==> src/rtl/wmdq_pkg.sv <==
// ----------------------------------------------------------------------------
// wmdq_pkg
// Shared sizes, constants and state type of the windowed mean and
// deviation quality block.
// ----------------------------------------------------------------------------
`default_nettype none

package wmdq_pkg;

    localparam int WINDOW    = 10;
    localparam int SAMPLE_W  = 20;
    localparam int QUAL_W    = 7;
    localparam int SLOT_W    = (WINDOW > 1) ? $clog2(WINDOW) : 1;
    localparam int N_W       = $clog2(WINDOW + 1);
    localparam int LOG_W     = $clog2(WINDOW);
    localparam int S_W       = SAMPLE_W + LOG_W;
    localparam int Q_W       = 2 * SAMPLE_W + LOG_W;
    localparam int NQ_W      = N_W + Q_W;
    localparam int D_W       = 2 * S_W;
    localparam int CMP_W     = (NQ_W > D_W) ? NQ_W : D_W;
    localparam int R_W       = S_W;
    localparam int DIV_W     = S_W;
    localparam int SQ_CNT_W  = $clog2(R_W);
    localparam int DIV_CNT_W = $clog2(DIV_W);

    localparam logic [SAMPLE_W-1:0] LIMIT_RESET = 20'd160000;
    localparam logic [QUAL_W-1:0]   QUAL_MAX    = 7'd100;

    typedef logic [SAMPLE_W-1:0] sample_t;
    typedef logic [QUAL_W-1:0]   qual_t;

    typedef enum logic [3:0] {
        ST_IDLE,
        ST_ACCUM,
        ST_MUL_SS,
        ST_MUL_NQ,
        ST_DIFF,
        ST_SQRT,
        ST_MEAN_GO,
        ST_MEAN_WAIT,
        ST_SPREAD_GO,
        ST_SPREAD_WAIT,
        ST_OUT
    } wmdq_state_t;

endpackage

`default_nettype wire

==> src/rtl/wmdq_ifs.sv <==
// ----------------------------------------------------------------------------
// wmdq interfaces
// Valid/ready channels for samples, results and the limit register.
// ----------------------------------------------------------------------------
`default_nettype none

interface wmdq_in_if import wmdq_pkg::*; ();
    logic    valid;
    logic    ready;
    sample_t ppm_sample;

    modport source (output valid, output ppm_sample, input ready);
    modport sink   (input valid, input ppm_sample, output ready);
endinterface

interface wmdq_out_if import wmdq_pkg::*; ();
    logic    valid;
    logic    ready;
    sample_t filtered_ppm;
    qual_t   quality;
    logic    sample_valid;

    modport source (output valid, output filtered_ppm, output quality,
                    output sample_valid, input ready);
    modport sink   (input valid, input filtered_ppm, input quality,
                    input sample_valid, output ready);
endinterface

interface wmdq_cfg_if import wmdq_pkg::*; ();
    logic    valid;
    logic    ready;
    sample_t valid_limit;

    modport source (output valid, output valid_limit, input ready);
    modport sink   (input valid, input valid_limit, output ready);
endinterface

`default_nettype wire

==> src/rtl/wmdq_div.sv <==
// ----------------------------------------------------------------------------
// wmdq_div
// Restoring divider by the fill count, one quotient bit per cycle.
// ----------------------------------------------------------------------------
`default_nettype none

module wmdq_div import wmdq_pkg::*; (
    input  logic             clk,
    input  logic             rst_n,
    input  logic             start,
    input  logic [DIV_W-1:0] dividend,
    input  logic [N_W-1:0]   divisor,
    output logic             done,
    output logic [DIV_W-1:0] quotient
);

    logic                 busy_reg, busy_next;
    logic                 done_reg, done_next;
    logic [DIV_CNT_W-1:0] cnt_reg, cnt_next;
    logic [DIV_W-1:0]     work_reg, work_next;
    logic [N_W-1:0]       rem_reg, rem_next;
    logic [N_W-1:0]       dsr_reg, dsr_next;
    logic [N_W:0]         rem_sh;
    logic [N_W:0]         rem_sub;
    logic                 fits;

    assign rem_sh  = {rem_reg, work_reg[DIV_W-1]};
    assign rem_sub = rem_sh - {1'b0, dsr_reg};
    assign fits    = (rem_sh >= {1'b0, dsr_reg});

    always_comb
    begin
        busy_next = busy_reg;
        done_next = 1'b0;
        cnt_next  = cnt_reg;
        work_next = work_reg;
        rem_next  = rem_reg;
        dsr_next  = dsr_reg;
        priority if (start)
        begin
            busy_next = 1'b1;
            cnt_next  = DIV_CNT_W'(DIV_W - 1);
            work_next = dividend;
            rem_next  = '0;
            dsr_next  = divisor;
        end
        else if (busy_reg)
        begin
            if (fits)
            begin
                rem_next  = rem_sub[N_W-1:0];
                work_next = {work_reg[DIV_W-2:0], 1'b1};
            end
            else
            begin
                rem_next  = rem_sh[N_W-1:0];
                work_next = {work_reg[DIV_W-2:0], 1'b0};
            end
            if (cnt_reg == '0)
            begin
                busy_next = 1'b0;
                done_next = 1'b1;
            end
            else
            begin
                cnt_next = cnt_reg - 1'b1;
            end
        end
    end

    always_ff @(posedge clk or negedge rst_n)
    begin
        if (!rst_n)
        begin
            busy_reg <= 1'b0;
            done_reg <= 1'b0;
            cnt_reg  <= '0;
        end
        else
        begin
            busy_reg <= busy_next;
            done_reg <= done_next;
            cnt_reg  <= cnt_next;
        end
    end

    always_ff @(posedge clk)
    begin
        work_reg <= work_next;
        rem_reg  <= rem_next;
        dsr_reg  <= dsr_next;
    end

    assign done     = done_reg;
    assign quotient = work_reg;

endmodule

`default_nettype wire

==> src/rtl/windowed_mean_deviation_quality.sv <==
// ----------------------------------------------------------------------------
// windowed_mean_deviation_quality
// Ring-buffer mean of gas samples with a deviation based quality score.
// ----------------------------------------------------------------------------
//  channel     dir  payload                                  handshake
//  sample_in   in   ppm_sample                               valid/ready
//  result_out  out  filtered_ppm, quality, sample_valid      valid/ready
//  cfg         in   valid_limit                              valid/ready
//
//  a sample over the limit goes straight to the output state; a valid one
//  runs through the 24-step square root and two 24-step divisions that
//  share one divider, after one multiply-accumulate step per ring entry
//  sample_in is ready only in idle; one finished item may wait in the
//  output register while the next one is worked on
//  rst_n clears the ring pointers and fill count and sets the limit to 160000
// ----------------------------------------------------------------------------
`default_nettype none

module windowed_mean_deviation_quality import wmdq_pkg::*; (
    input  logic          clk,
    input  logic          rst_n,
    wmdq_in_if.sink       sample_in,
    wmdq_out_if.source    result_out,
    wmdq_cfg_if.sink      cfg
);

    wmdq_state_t          state_reg, state_next;
    sample_t              limit_reg, limit_next;
    sample_t              ring_reg [WINDOW];
    logic [SLOT_W-1:0]    slot_reg, slot_next;
    logic [N_W-1:0]       fill_reg, fill_next;
    logic [SLOT_W-1:0]    idx_reg, idx_next;
    logic [SQ_CNT_W-1:0]  sq_cnt_reg, sq_cnt_next;
    logic [S_W-1:0]       s_reg, s_next;
    logic [Q_W-1:0]       q_reg, q_next;
    logic [D_W-1:0]       ss_reg, ss_next;
    logic [NQ_W-1:0]      nq_reg, nq_next;
    logic [D_W-1:0]       d_reg, d_next;
    logic [R_W-1:0]       root_reg, root_next;
    logic [R_W:0]         rem_reg, rem_next;
    sample_t              res_ppm_reg, res_ppm_next;
    qual_t                res_qual_reg, res_qual_next;
    logic                 res_sv_reg, res_sv_next;
    logic                 out_valid_reg, out_valid_next;
    sample_t              out_ppm_reg, out_ppm_next;
    qual_t                out_qual_reg, out_qual_next;
    logic                 out_sv_reg, out_sv_next;

    logic                 in_ready;
    logic                 in_fire;
    logic                 x_ok;
    logic                 ring_we;
    logic                 last_entry;
    logic                 out_load;
    logic                 div_start;
    logic                 div_done;
    logic [DIV_W-1:0]     div_dividend;
    logic [DIV_W-1:0]     div_quot;
    logic [S_W-1:0]       entry;
    logic [S_W-1:0]       mul_a;
    logic [D_W-1:0]       mul_p;
    logic [NQ_W-1:0]      nq_prod;
    logic [CMP_W-1:0]     nq_ext;
    logic [CMP_W-1:0]     ss_ext;
    logic [1:0]           sq_bits;
    logic [R_W+2:0]       sq_rem_sh;
    logic [R_W+2:0]       sq_trial;
    logic [R_W+2:0]       sq_diff;
    logic                 sq_ge;
    logic [R_W+3:0]       ten_root;
    logic [DIV_W-1:0]     spread_num;

    // shared datapath pieces
    assign in_fire    = sample_in.valid & in_ready;
    assign x_ok       = (sample_in.ppm_sample <= limit_reg);
    assign ring_we    = in_fire & x_ok;
    assign last_entry = (idx_reg == SLOT_W'(fill_reg - 1'b1));
    assign entry      = S_W'(ring_reg[idx_reg]);
    assign mul_a      = (state_reg == ST_ACCUM) ? entry : s_reg;
    assign mul_p      = {{S_W{1'b0}}, mul_a} * {{S_W{1'b0}}, mul_a};
    assign nq_prod    = {{Q_W{1'b0}}, fill_reg} * {{N_W{1'b0}}, q_reg};
    assign nq_ext     = CMP_W'(nq_reg);
    assign ss_ext     = CMP_W'(ss_reg);

    // square root digit step
    assign sq_bits    = d_reg[D_W-1 -: 2];
    assign sq_rem_sh  = {rem_reg, sq_bits};
    assign sq_trial   = {1'b0, root_reg, 2'b01};
    assign sq_ge      = (sq_rem_sh >= sq_trial);
    assign sq_diff    = sq_rem_sh - sq_trial;

    // 10 * root / 16
    assign ten_root   = {1'b0, root_reg, 3'b000} + {3'b000, root_reg, 1'b0};
    assign spread_num = ten_root[R_W+3:4];

    wmdq_div u_div (
        .clk      (clk),
        .rst_n    (rst_n),
        .start    (div_start),
        .dividend (div_dividend),
        .divisor  (fill_reg),
        .done     (div_done),
        .quotient (div_quot)
    );

    // next state
    always_comb
    begin
        state_next = state_reg;
        unique case (state_reg)
            ST_IDLE:
            begin
                if (in_fire)
                begin
                    state_next = x_ok ? ST_ACCUM : ST_OUT;
                end
            end
            ST_ACCUM:
            begin
                if (last_entry)
                begin
                    state_next = ST_MUL_SS;
                end
            end
            ST_MUL_SS:    state_next = ST_MUL_NQ;
            ST_MUL_NQ:    state_next = ST_DIFF;
            ST_DIFF:      state_next = ST_SQRT;
            ST_SQRT:
            begin
                if (sq_cnt_reg == '0)
                begin
                    state_next = ST_MEAN_GO;
                end
            end
            ST_MEAN_GO:   state_next = ST_MEAN_WAIT;
            ST_MEAN_WAIT:
            begin
                if (div_done)
                begin
                    state_next = ST_SPREAD_GO;
                end
            end
            ST_SPREAD_GO: state_next = ST_SPREAD_WAIT;
            ST_SPREAD_WAIT:
            begin
                if (div_done)
                begin
                    state_next = ST_OUT;
                end
            end
            ST_OUT:
            begin
                if (out_load)
                begin
                    state_next = ST_IDLE;
                end
            end
            default:      state_next = ST_IDLE;
        endcase
    end

    // sequencer outputs
    always_comb
    begin
        in_ready     = (state_reg == ST_IDLE);
        div_start    = (state_reg == ST_MEAN_GO) || (state_reg == ST_SPREAD_GO);
        div_dividend = (state_reg == ST_SPREAD_GO) ? spread_num : s_reg;
        out_load     = (state_reg == ST_OUT) && (!out_valid_reg || result_out.ready);
    end

    // datapath next values
    always_comb
    begin
        limit_next     = limit_reg;
        slot_next      = slot_reg;
        fill_next      = fill_reg;
        idx_next       = idx_reg;
        sq_cnt_next    = sq_cnt_reg;
        s_next         = s_reg;
        q_next         = q_reg;
        ss_next        = ss_reg;
        nq_next        = nq_reg;
        d_next         = d_reg;
        root_next      = root_reg;
        rem_next       = rem_reg;
        res_ppm_next   = res_ppm_reg;
        res_qual_next  = res_qual_reg;
        res_sv_next    = res_sv_reg;
        out_ppm_next   = out_ppm_reg;
        out_qual_next  = out_qual_reg;
        out_sv_next    = out_sv_reg;

        if (cfg.valid)
        begin
            limit_next = cfg.valid_limit;
        end

        unique case (state_reg)
            ST_IDLE:
            begin
                if (in_fire)
                begin
                    if (x_ok)
                    begin
                        s_next   = '0;
                        q_next   = '0;
                        idx_next = '0;
                        slot_next = (slot_reg == SLOT_W'(WINDOW - 1)) ? '0
                                                                     : slot_reg + 1'b1;
                        if (fill_reg != N_W'(WINDOW))
                        begin
                            fill_next = fill_reg + 1'b1;
                        end
                    end
                    else
                    begin
                        res_ppm_next  = sample_in.ppm_sample;
                        res_qual_next = '0;
                        res_sv_next   = 1'b0;
                    end
                end
            end
            ST_ACCUM:
            begin
                s_next   = s_reg + entry;
                q_next   = q_reg + Q_W'(mul_p);
                idx_next = idx_reg + 1'b1;
            end
            ST_MUL_SS:
            begin
                ss_next = mul_p;
            end
            ST_MUL_NQ:
            begin
                nq_next = nq_prod;
            end
            ST_DIFF:
            begin
                d_next      = (nq_ext > ss_ext) ? D_W'(nq_ext - ss_ext) : '0;
                root_next   = '0;
                rem_next    = '0;
                sq_cnt_next = SQ_CNT_W'(R_W - 1);
            end
            ST_SQRT:
            begin
                d_next    = {d_reg[D_W-3:0], 2'b00};
                rem_next  = sq_ge ? sq_diff[R_W:0] : sq_rem_sh[R_W:0];
                root_next = {root_reg[R_W-2:0], sq_ge};
                if (sq_cnt_reg != '0)
                begin
                    sq_cnt_next = sq_cnt_reg - 1'b1;
                end
            end
            ST_MEAN_GO:
            begin
            end
            ST_MEAN_WAIT:
            begin
                if (div_done)
                begin
                    res_ppm_next = div_quot[SAMPLE_W-1:0];
                    res_sv_next  = 1'b1;
                end
            end
            ST_SPREAD_GO:
            begin
            end
            ST_SPREAD_WAIT:
            begin
                if (div_done)
                begin
                    res_qual_next = (div_quot >= DIV_W'(QUAL_MAX)) ? '0
                                    : QUAL_MAX - div_quot[QUAL_W-1:0];
                end
            end
            ST_OUT:
            begin
                if (out_load)
                begin
                    out_ppm_next  = res_ppm_reg;
                    out_qual_next = res_qual_reg;
                    out_sv_next   = res_sv_reg;
                end
            end
            default:
            begin
            end
        endcase

        if (out_load)
        begin
            out_valid_next = 1'b1;
        end
        else if (result_out.ready)
        begin
            out_valid_next = 1'b0;
        end
        else
        begin
            out_valid_next = out_valid_reg;
        end
    end

    // control registers
    always_ff @(posedge clk or negedge rst_n)
    begin
        if (!rst_n)
        begin
            state_reg     <= ST_IDLE;
            limit_reg     <= LIMIT_RESET;
            slot_reg      <= '0;
            fill_reg      <= '0;
            idx_reg       <= '0;
            sq_cnt_reg    <= '0;
            out_valid_reg <= 1'b0;
        end
        else
        begin
            state_reg     <= state_next;
            limit_reg     <= limit_next;
            slot_reg      <= slot_next;
            fill_reg      <= fill_next;
            idx_reg       <= idx_next;
            sq_cnt_reg    <= sq_cnt_next;
            out_valid_reg <= out_valid_next;
        end
    end

    // payload registers
    always_ff @(posedge clk)
    begin
        s_reg        <= s_next;
        q_reg        <= q_next;
        ss_reg       <= ss_next;
        nq_reg       <= nq_next;
        d_reg        <= d_next;
        root_reg     <= root_next;
        rem_reg      <= rem_next;
        res_ppm_reg  <= res_ppm_next;
        res_qual_reg <= res_qual_next;
        res_sv_reg   <= res_sv_next;
        out_ppm_reg  <= out_ppm_next;
        out_qual_reg <= out_qual_next;
        out_sv_reg   <= out_sv_next;
    end

    // sample ring
    always_ff @(posedge clk)
    begin
        if (ring_we)
        begin
            ring_reg[slot_reg] <= sample_in.ppm_sample;
        end
    end

    assign sample_in.ready         = in_ready;
    assign cfg.ready               = 1'b1;
    assign result_out.valid        = out_valid_reg;
    assign result_out.filtered_ppm = out_ppm_reg;
    assign result_out.quality      = out_qual_reg;
    assign result_out.sample_valid = out_sv_reg;

endmodule

`default_nettype wire

==> src/flat_wrapper.sv <==
// flat-port wrapper written by rule: the top's interface ports become plain ports
module windowed_mean_deviation_quality_flat import wmdq_pkg::*;
  (clk, rst_n, sample_in_valid, sample_in_ppm_sample, sample_in_ready, result_out_valid, result_out_filtered_ppm, result_out_quality, result_out_sample_valid, result_out_ready, cfg_valid, cfg_valid_limit, cfg_ready);
  wmdq_in_if sample_in_i ();
  wmdq_out_if result_out_i ();
  wmdq_cfg_if cfg_i ();
  input  logic clk;
  input  logic rst_n;
  input wire logic [$bits(sample_in_i.valid)-1:0] sample_in_valid;
  input wire logic [$bits(sample_in_i.ppm_sample)-1:0] sample_in_ppm_sample;
  output wire logic [$bits(sample_in_i.ready)-1:0] sample_in_ready;
  output wire logic [$bits(result_out_i.valid)-1:0] result_out_valid;
  output wire logic [$bits(result_out_i.filtered_ppm)-1:0] result_out_filtered_ppm;
  output wire logic [$bits(result_out_i.quality)-1:0] result_out_quality;
  output wire logic [$bits(result_out_i.sample_valid)-1:0] result_out_sample_valid;
  input wire logic [$bits(result_out_i.ready)-1:0] result_out_ready;
  input wire logic [$bits(cfg_i.valid)-1:0] cfg_valid;
  input wire logic [$bits(cfg_i.valid_limit)-1:0] cfg_valid_limit;
  output wire logic [$bits(cfg_i.ready)-1:0] cfg_ready;
  assign sample_in_i.valid = sample_in_valid;
  assign sample_in_i.ppm_sample = sample_in_ppm_sample;
  assign sample_in_ready = sample_in_i.ready;
  assign result_out_valid = result_out_i.valid;
  assign result_out_filtered_ppm = result_out_i.filtered_ppm;
  assign result_out_quality = result_out_i.quality;
  assign result_out_sample_valid = result_out_i.sample_valid;
  assign result_out_i.ready = result_out_ready;
  assign cfg_i.valid = cfg_valid;
  assign cfg_i.valid_limit = cfg_valid_limit;
  assign cfg_ready = cfg_i.ready;
  windowed_mean_deviation_quality u_core (.clk(clk), .rst_n(rst_n), .sample_in(sample_in_i), .result_out(result_out_i), .cfg(cfg_i));
endmodule
==> config.mk <==
export PLATFORM = sky130hd
export DESIGN_NAME = windowed_mean_deviation_quality_flat
export DESIGN_NICKNAME = d
export VERILOG_FILES = /design/src/rtl/wmdq_pkg.sv /design/src/rtl/wmdq_ifs.sv /design/src/rtl/wmdq_div.sv /design/src/rtl/windowed_mean_deviation_quality.sv /design/src/flat_wrapper.sv
export SDC_FILE = /design/constraint.sdc
export NUM_CORES = 2
export LEC_CHECK = 0
export BUFFER_PORTS_ARGS = -buffer_cell sky130_fd_sc_hd__buf_2
export CORE_MARGIN = 2
export CORE_UTILIZATION = 50
export CTS_CLUSTER_DIAMETER = 120
export CTS_CLUSTER_SIZE = 25
export DETAILED_ROUTE_END_ITERATION = 8
export GPL_ROUTABILITY_DRIVEN = 0
export PLACE_DENSITY = 0.66
export SLEW_MARGIN = 30
export SYNTH_ARGS = -nofsm -noshare
export SYNTH_HDL_FRONTEND = slang
export SYNTH_HIERARCHICAL = 1
export SYNTH_SLANG_ARGS = --single-unit
==> constraint.sdc <==
create_clock -name clk -period 24.4 [get_ports clk]
set_clock_uncertainty 0.2 [all_clocks]
set_input_delay 1.22 -clock clk [delete_from_list [all_inputs] [get_ports clk]]
set_output_delay 1.22 -clock clk [all_outputs]
set_load 0.005 [all_outputs]
======== Yosys cells after proc, flatten, opt, wreduce, memory -nomap -nowiden ========
Memory sizes are Yosys's and may differ from the RTL's.
Index checks and enable logic that the tools add are counted.
cells by class
  equality and inequality tests ........... 23
  add/subtract/negate cells ............... 13
  mux-type cells .......................... 57
  $mul .................................... 2
  $lt $le $gt $ge ......................... 5
  bitwise logic cells ..................... 2
  reductions and logical operators ........ 23
operators by type and width
  cell                   number
  $mux W24               6
  $pmux W24 S2           2
  $pmux W48 S2           1
  $mux W44               2
  $pmux W44 S2           1
  $mux W20               3
  $pmux W25 S2           1
  $gt A48 B48 Y1         1
  $mul A24 B24 Y48       1
  $mul A4 B44 Y48        1
  $mux W48               1
  $sub A48 B48 Y48       1
  $add A44 B44 Y44       1
  $mux W4                11
  $pmux W4 S11           1
  $pmux W20 S2           1
  $add A27 B25 Y28       1
  $mux W7                4
  $ge A27 B26 Y1         1
  $mux W25               1
  $sub A25 B25 Y25       1
  $add A24 B20 Y24       1
  $ge A24 B7 Y1 const B  1
  $le A20 B20 Y1         1
  other kinds (32)       79
word-level totals
  register bits after elaboration ......... 398
  output and inout port bits .............. 31
  RAM bits ................................ 200
  memories kept ........................... 1
  bits of input ports ..................... 45
  word-level logic and storage cells ...... 152
memory list
  memory           depth  bits a word  read ports  clocked after Yosys merged registers in  wr ports  line                                   source
  u_core.ring_reg  10     20           1           0                                        1         windowed_mean_deviation_quality.sv:29  sample_t ring_reg [WINDOW];

======== Depth between registers and ports, before layout ========
  depth after elaboration ................. 5
  depth in mapped cells ................... 47
  mapped depth without buffers ............ 43

======== Cells and area by module ========
Netlist, hierarchy kept.
by module, submodules not included
  module                           sequential area each (um^2)  area each (um^2)  cells an instance  times used
  windowed_mean_deviation_quality  16,552.1                     51,400.5          5,117              1
  wmdq_div                         1,096.1                      1,793.0           130                1

======== Worst setup path before layout ========
Ideal clock, no wire load.
  kind .................................... register -> register
  from .................................... reg u_core.idx_reg[0]
  to ...................................... reg u_core.q_reg[42] (data pin)
  path slack .............................. 14.091 ns
  stages on the path, launching flop included .. 44
  buffers on the path ..................... 7
  period minus slack after synthesis ...... 10.309 ns
  arrival ................................. 9.849 ns
  data required time ...................... 23.940 ns
  library setup time ...................... 0.260 ns
  cells stage by stage .................... dfrtp_1 -> buf_4 -> buf_2 -> buf_4 -> buf_4 -> buf_2 -> mux2i_1 -> a21oi_1 -> mux2i_1 -> clkbuf_1 -> nor2_1 -> inv_1 -> fa_1 -> inv_1 -> fa_1 -> inv_1 -> fa_1 -> fa_1 -> [8 not listed] -> a21oi_1 -> a21o_1 -> a21o_1 -> a21o_1 -> a21oi_1 -> xnor2_1 -> ha_1 -> clkbuf_1 -> nand2_1 -> nor2_1 -> a211oi_1 -> nand2_1 -> o21ai_0 -> nor3_1 -> or3_1 -> o211ai_1 -> o21ai_1 -> mux2i_1
on the way
  word-level cells in the longest chain between the ends .. 5
ends and longest elaborated chain
  what                      line                                    source
  start: declaration        windowed_mean_deviation_quality.sv:32   logic [SLOT_W-1:0] idx_reg, idx_next;
  start signal: assignment  windowed_mean_deviation_quality.sv:323  idx_reg <= idx_next;
  $mem_v2 Z10 W20           --
  $mux W24                  windowed_mean_deviation_quality.sv:79   assign mul_a = (state_reg == ST_ACCUM) ? entry : s_reg;
  $mul A24 B24 Y48          windowed_mean_deviation_quality.sv:80   assign mul_p = {{S_W{1'b0}}, mul_a} * {{S_W{1'b0}}, mul_a};
  via u_core.mul_p[21]      windowed_mean_deviation_quality.sv:61   logic [D_W-1:0] mul_p;
  $add A44 B44 Y44          windowed_mean_deviation_quality.sv:226  q_next = q_reg + Q_W'(mul_p);
  $pmux W44 S2              windowed_mean_deviation_quality.sv:198  unique case (state_reg)
  end signal: assignment    windowed_mean_deviation_quality.sv:333  q_reg <= q_next;
  end: declaration          windowed_mean_deviation_quality.sv:35   logic [Q_W-1:0] q_reg, q_next;
The timed path passes the listed nets, and every way through them passes these cells.
A chain may end at the register's enable or synchronous reset.

======== Final worst setup path ========
  from .................................... reg u_core.state_reg[3]
  to ...................................... reg u_core.q_reg[43] (data pin)
on the way
  word-level cells in the longest chain between the ends .. 5
  elaborated cells between the ends (all ways) .. 6
  classes of those cells .................. add/sub (1); mul (1); eq/ne (1); mux (2); reduce/logical (1)
ends and longest elaborated chain
  what                      line                                    source
  start: declaration        windowed_mean_deviation_quality.sv:27   wmdq_state_t state_reg, state_next;
  start signal: assignment  windowed_mean_deviation_quality.sv:319  state_reg <= state_next;
  $eq A4 B1 Y1              windowed_mean_deviation_quality.sv:79
  $mux W24                  windowed_mean_deviation_quality.sv:79
  $mul A24 B24 Y48          windowed_mean_deviation_quality.sv:80
  via u_core.mul_p[37]      windowed_mean_deviation_quality.sv:61
  $add A44 B44 Y44          windowed_mean_deviation_quality.sv:226
  $pmux W44 S2              windowed_mean_deviation_quality.sv:198
The timed path passes the listed nets, and every way through them passes these cells.

==> summary.md <==
| Metric | Value |
|---|---|
| Worst-Margin Slew | `0.960 ns` |
| Initial antenna violation count | `2` |
| Mux cell area share after synthesis | `3.48%` |
| CP max FO | `85` |
| M1 GR Usage | `32.0%` |
| Max Clk Rate | `80.5 MHz` |
| Area growth syn-to-layout | `5.37%` |
| Final Slew Violations | `0` |
| Tmin final | `12.41 ns` |
| Initial drt markers | `2812` |
| Post-DRT Antenna Nets | `0` |
| Total Wirelength | `130 mm` |
| Final Util | `53.2%` |
| Setup TNS | `0 ns` |
| Synth Warn # | `6` |
| GRT busiest layer | `met2` |
| Std cell rows | `119` |
| Die Width | `330 microns` |
| CTS tree | `done` |
| Met3 Usage GRT | `3.15%` |
| Critical Path Source Type | `flop` |
| Clock buffer depth | `3` |
| Async SR Flop Fraction | `8.21%` |
| Status | `complete, no violations` |
| Tcrit/Tclk final | `50.9%` |
| Syn nets | `6215` |
| Htree depth | `1` |
| Slew margin rel. | `35.9%` |
| Setup Fix Bufs, Post-CTS | `0` |
| Final HPWL DP | `100 mm` |
| CP endpoint kind | `flop` |
| Post-Synth Simple-Gate Area | `12.2%` |
| Area fraction in compound gates after synthesis | `11.1%` |
| Clk slew on worst S/H paths | `0.11 ns` |
| Number of synthesized flops with an enable pin | `544` |
| Hold-fix buffer count after cts | `0` |
| First-pass GRT wire length | `208 mm` |
| Post-synthesis sequential area ratio | `33.2%` |
| Max stage delay on crit path | `0.71 ns` |
| Setup violators final | `0` |
| GRT Resource Usage Total | `24.2%` |
| CTS sink count | `597` |
| Layout cells sized above 1 | `5.85%` |
| Drt pass-1 iters | `5` |
| RSZ-0062 raised after global routing | `false` |
| Total grt overflow | `0` |
| Core Area | `105000 sq um` |
| Synth Instances | `5247` |
| Post-synthesis adder-cell area fraction | `28.9%` |
| Yosys cell types | `91` |
| Post-DR vias/cell | `5.66` |
| Vias in the first global route | `38600` |
| Synth Register Bits | `597` |
| Avg Inst Size Synth | `10.1 sq um` |
| Mapped Area | `53200 sq um` |
| Post-CTS sizing | `0` |
| Layout fillers | `9500` |
| Number of max-cap violations | `0` |
| Vias | `37600` |
| Xor/xnor share of the synthesized area | `3.93%` |
| Max stage delay cell, worst path | `dfrtp_1` |
| Buffers added on ports | `74` |
| Largest family of logic cells by synthesized area | `adder cells` |
| Die area | `109000 sq um` |
| Clk_lat worst skew | `0.69 ns` |
| Hold Crit Class | `reg -> reg` |
| Worst path required time | `24.58 ns` |
| TritonCTS Buffers | `30` |
| Clock root buffer master | `clkbuf_16` |
| Final hold violation count | `0` |
| DRC | `0` |
| Diode count | `0` |
| Io pins | `76` |
| Largest net degree at the start of global routing | `86` |
| Top_reg_cell synth | `edfxtp_1` |
| Nets | `6195` |
| Met2 Use GR | `41.5%` |
| CP arrival | `12.60 ns` |
| Worst Setup Path Type | `reg -> reg` |
| Initial Utilization | `50.5%` |
| Die height | `330 microns` |
| Largest register FFs | `200` |
| Wire per inst | `19.6 microns` |
cell usage in the layout, fill, tap and decap left out, drive strengths merged, types with 14 or more instances in the layout:
master and count:
mux2 33, edfxtp 544, nor3 56, o21a 27, nor2b 51, fa 509
o31ai 18, a21oi 251, inv 833, mux2i 58, nand4 44, nand2 589
or3 18, a21o 158, dfrtp 44, o21ai 219, nand3 63, o21bai 39
and2 76, clkbuf 43, ha 414, nor2 356, mux4 40, buf 131
a211oi 51, xnor2 145, o211ai 14, a31oi 33, xor2 91, and3 85
nand2b 27
cell usage after synthesis, types with 85 or more instances:
| cell type | count | area (sq um) |
|---|---|---|
| a21o_1 | 157 | 1180 |
| a21oi_1 | 247 | 1240 |
| and3_1 | 85 | 532 |
| clkbuf_1 | 148 | 556 |
| edfxtp_1 | 544 | 16300 |
| fa_1 | 509 | 10200 |
| ha_1 | 414 | 5180 |
| inv_1 | 827 | 3100 |
| nand2_1 | 589 | 2210 |
| nor2_1 | 356 | 1340 |
| o21ai_0 | 208 | 1040 |
| xnor2_1 | 145 | 1270 |
| xor2_1 | 91 | 797 |
logic make-up after synthesis:
logic type / after synthesis
simple gates: 1422
buf+inv: 1018
flops: 597
fa+ha+maj: 923
other cells: 1
mux: 131
xor+xnor: 237
compound gates: 918
per-stage QoR:
stage	std cells	hold WS, ns	area (sq um)	setup slack [ns]
finish	6639	0.227	56100	11.99
global route	6639	0.227	56100	11.26
CTS	6638	0.226	56000	12.14
detailed placement	6585	0.205	55100	12.21
global placement	6585	0.201	55100	12.23
floorplan	5247	0.200	53200	14.09
critical path, delay by kind of cell (launching register included):
family / cells / cell delay [ns]
buffers and inverters: 10 / 2.00
adders and majority gates: 9 / 4.12
AOI/OAI and AO/OA: 12 / 2.37
and+or+nand+nor: 8 / 2.18
DFF: 1 / 0.71
xor gates and xnor gates: 2 / 0.42
final timing paths:
kind	from	endpoint	slack, ns	cells past startpoint
setup / recovery	u_core/state_reg[3]	u_core/q_reg[43]	11.99	41
hold / removal	u_core/res_ppm_reg[6]	u_core/result_out.filtered_ppm[6]	0.23	0
setup reg to reg	u_core/state_reg[3]	u_core/q_reg[43]	11.99	41
hold reg to reg	u_core/res_ppm_reg[6]	u_core/result_out.filtered_ppm[6]	0.23	0
max in group asynchronous	rst_n	u_core/sq_cnt_reg[2]	23.00	2
min in group asynchronous	rst_n	u_core/limit_reg[4]	0.44	2
routing by layer:
layer	wire length, microns	up-vias
met2	62900	1069
met3	8010	203
li1	-	17600
met1	54300	18700
met5	7	-
met4	4640	2
layout make-up:
| cell class | count | area (sq um) | share of cell area, % |
|---|---|---|---|
| timing repair buffer | 131 | 822 | 1.47 |
| multi-input combinational | 3632 | 31800 | 56.7 |
| sequential | 597 | 17700 | 31.5 |
| clock inverter | 10 | 133 | 0.237 |
| inverter | 835 | 3130 | 5.59 |
| tap | 1391 | 1740 | 3.11 |
| clock buffer | 43 | 800 | 1.43 |
Power is left out: the tool's default activity adds up to more than one toggle a clock period on the data nets, which glitch-free logic cannot reach.
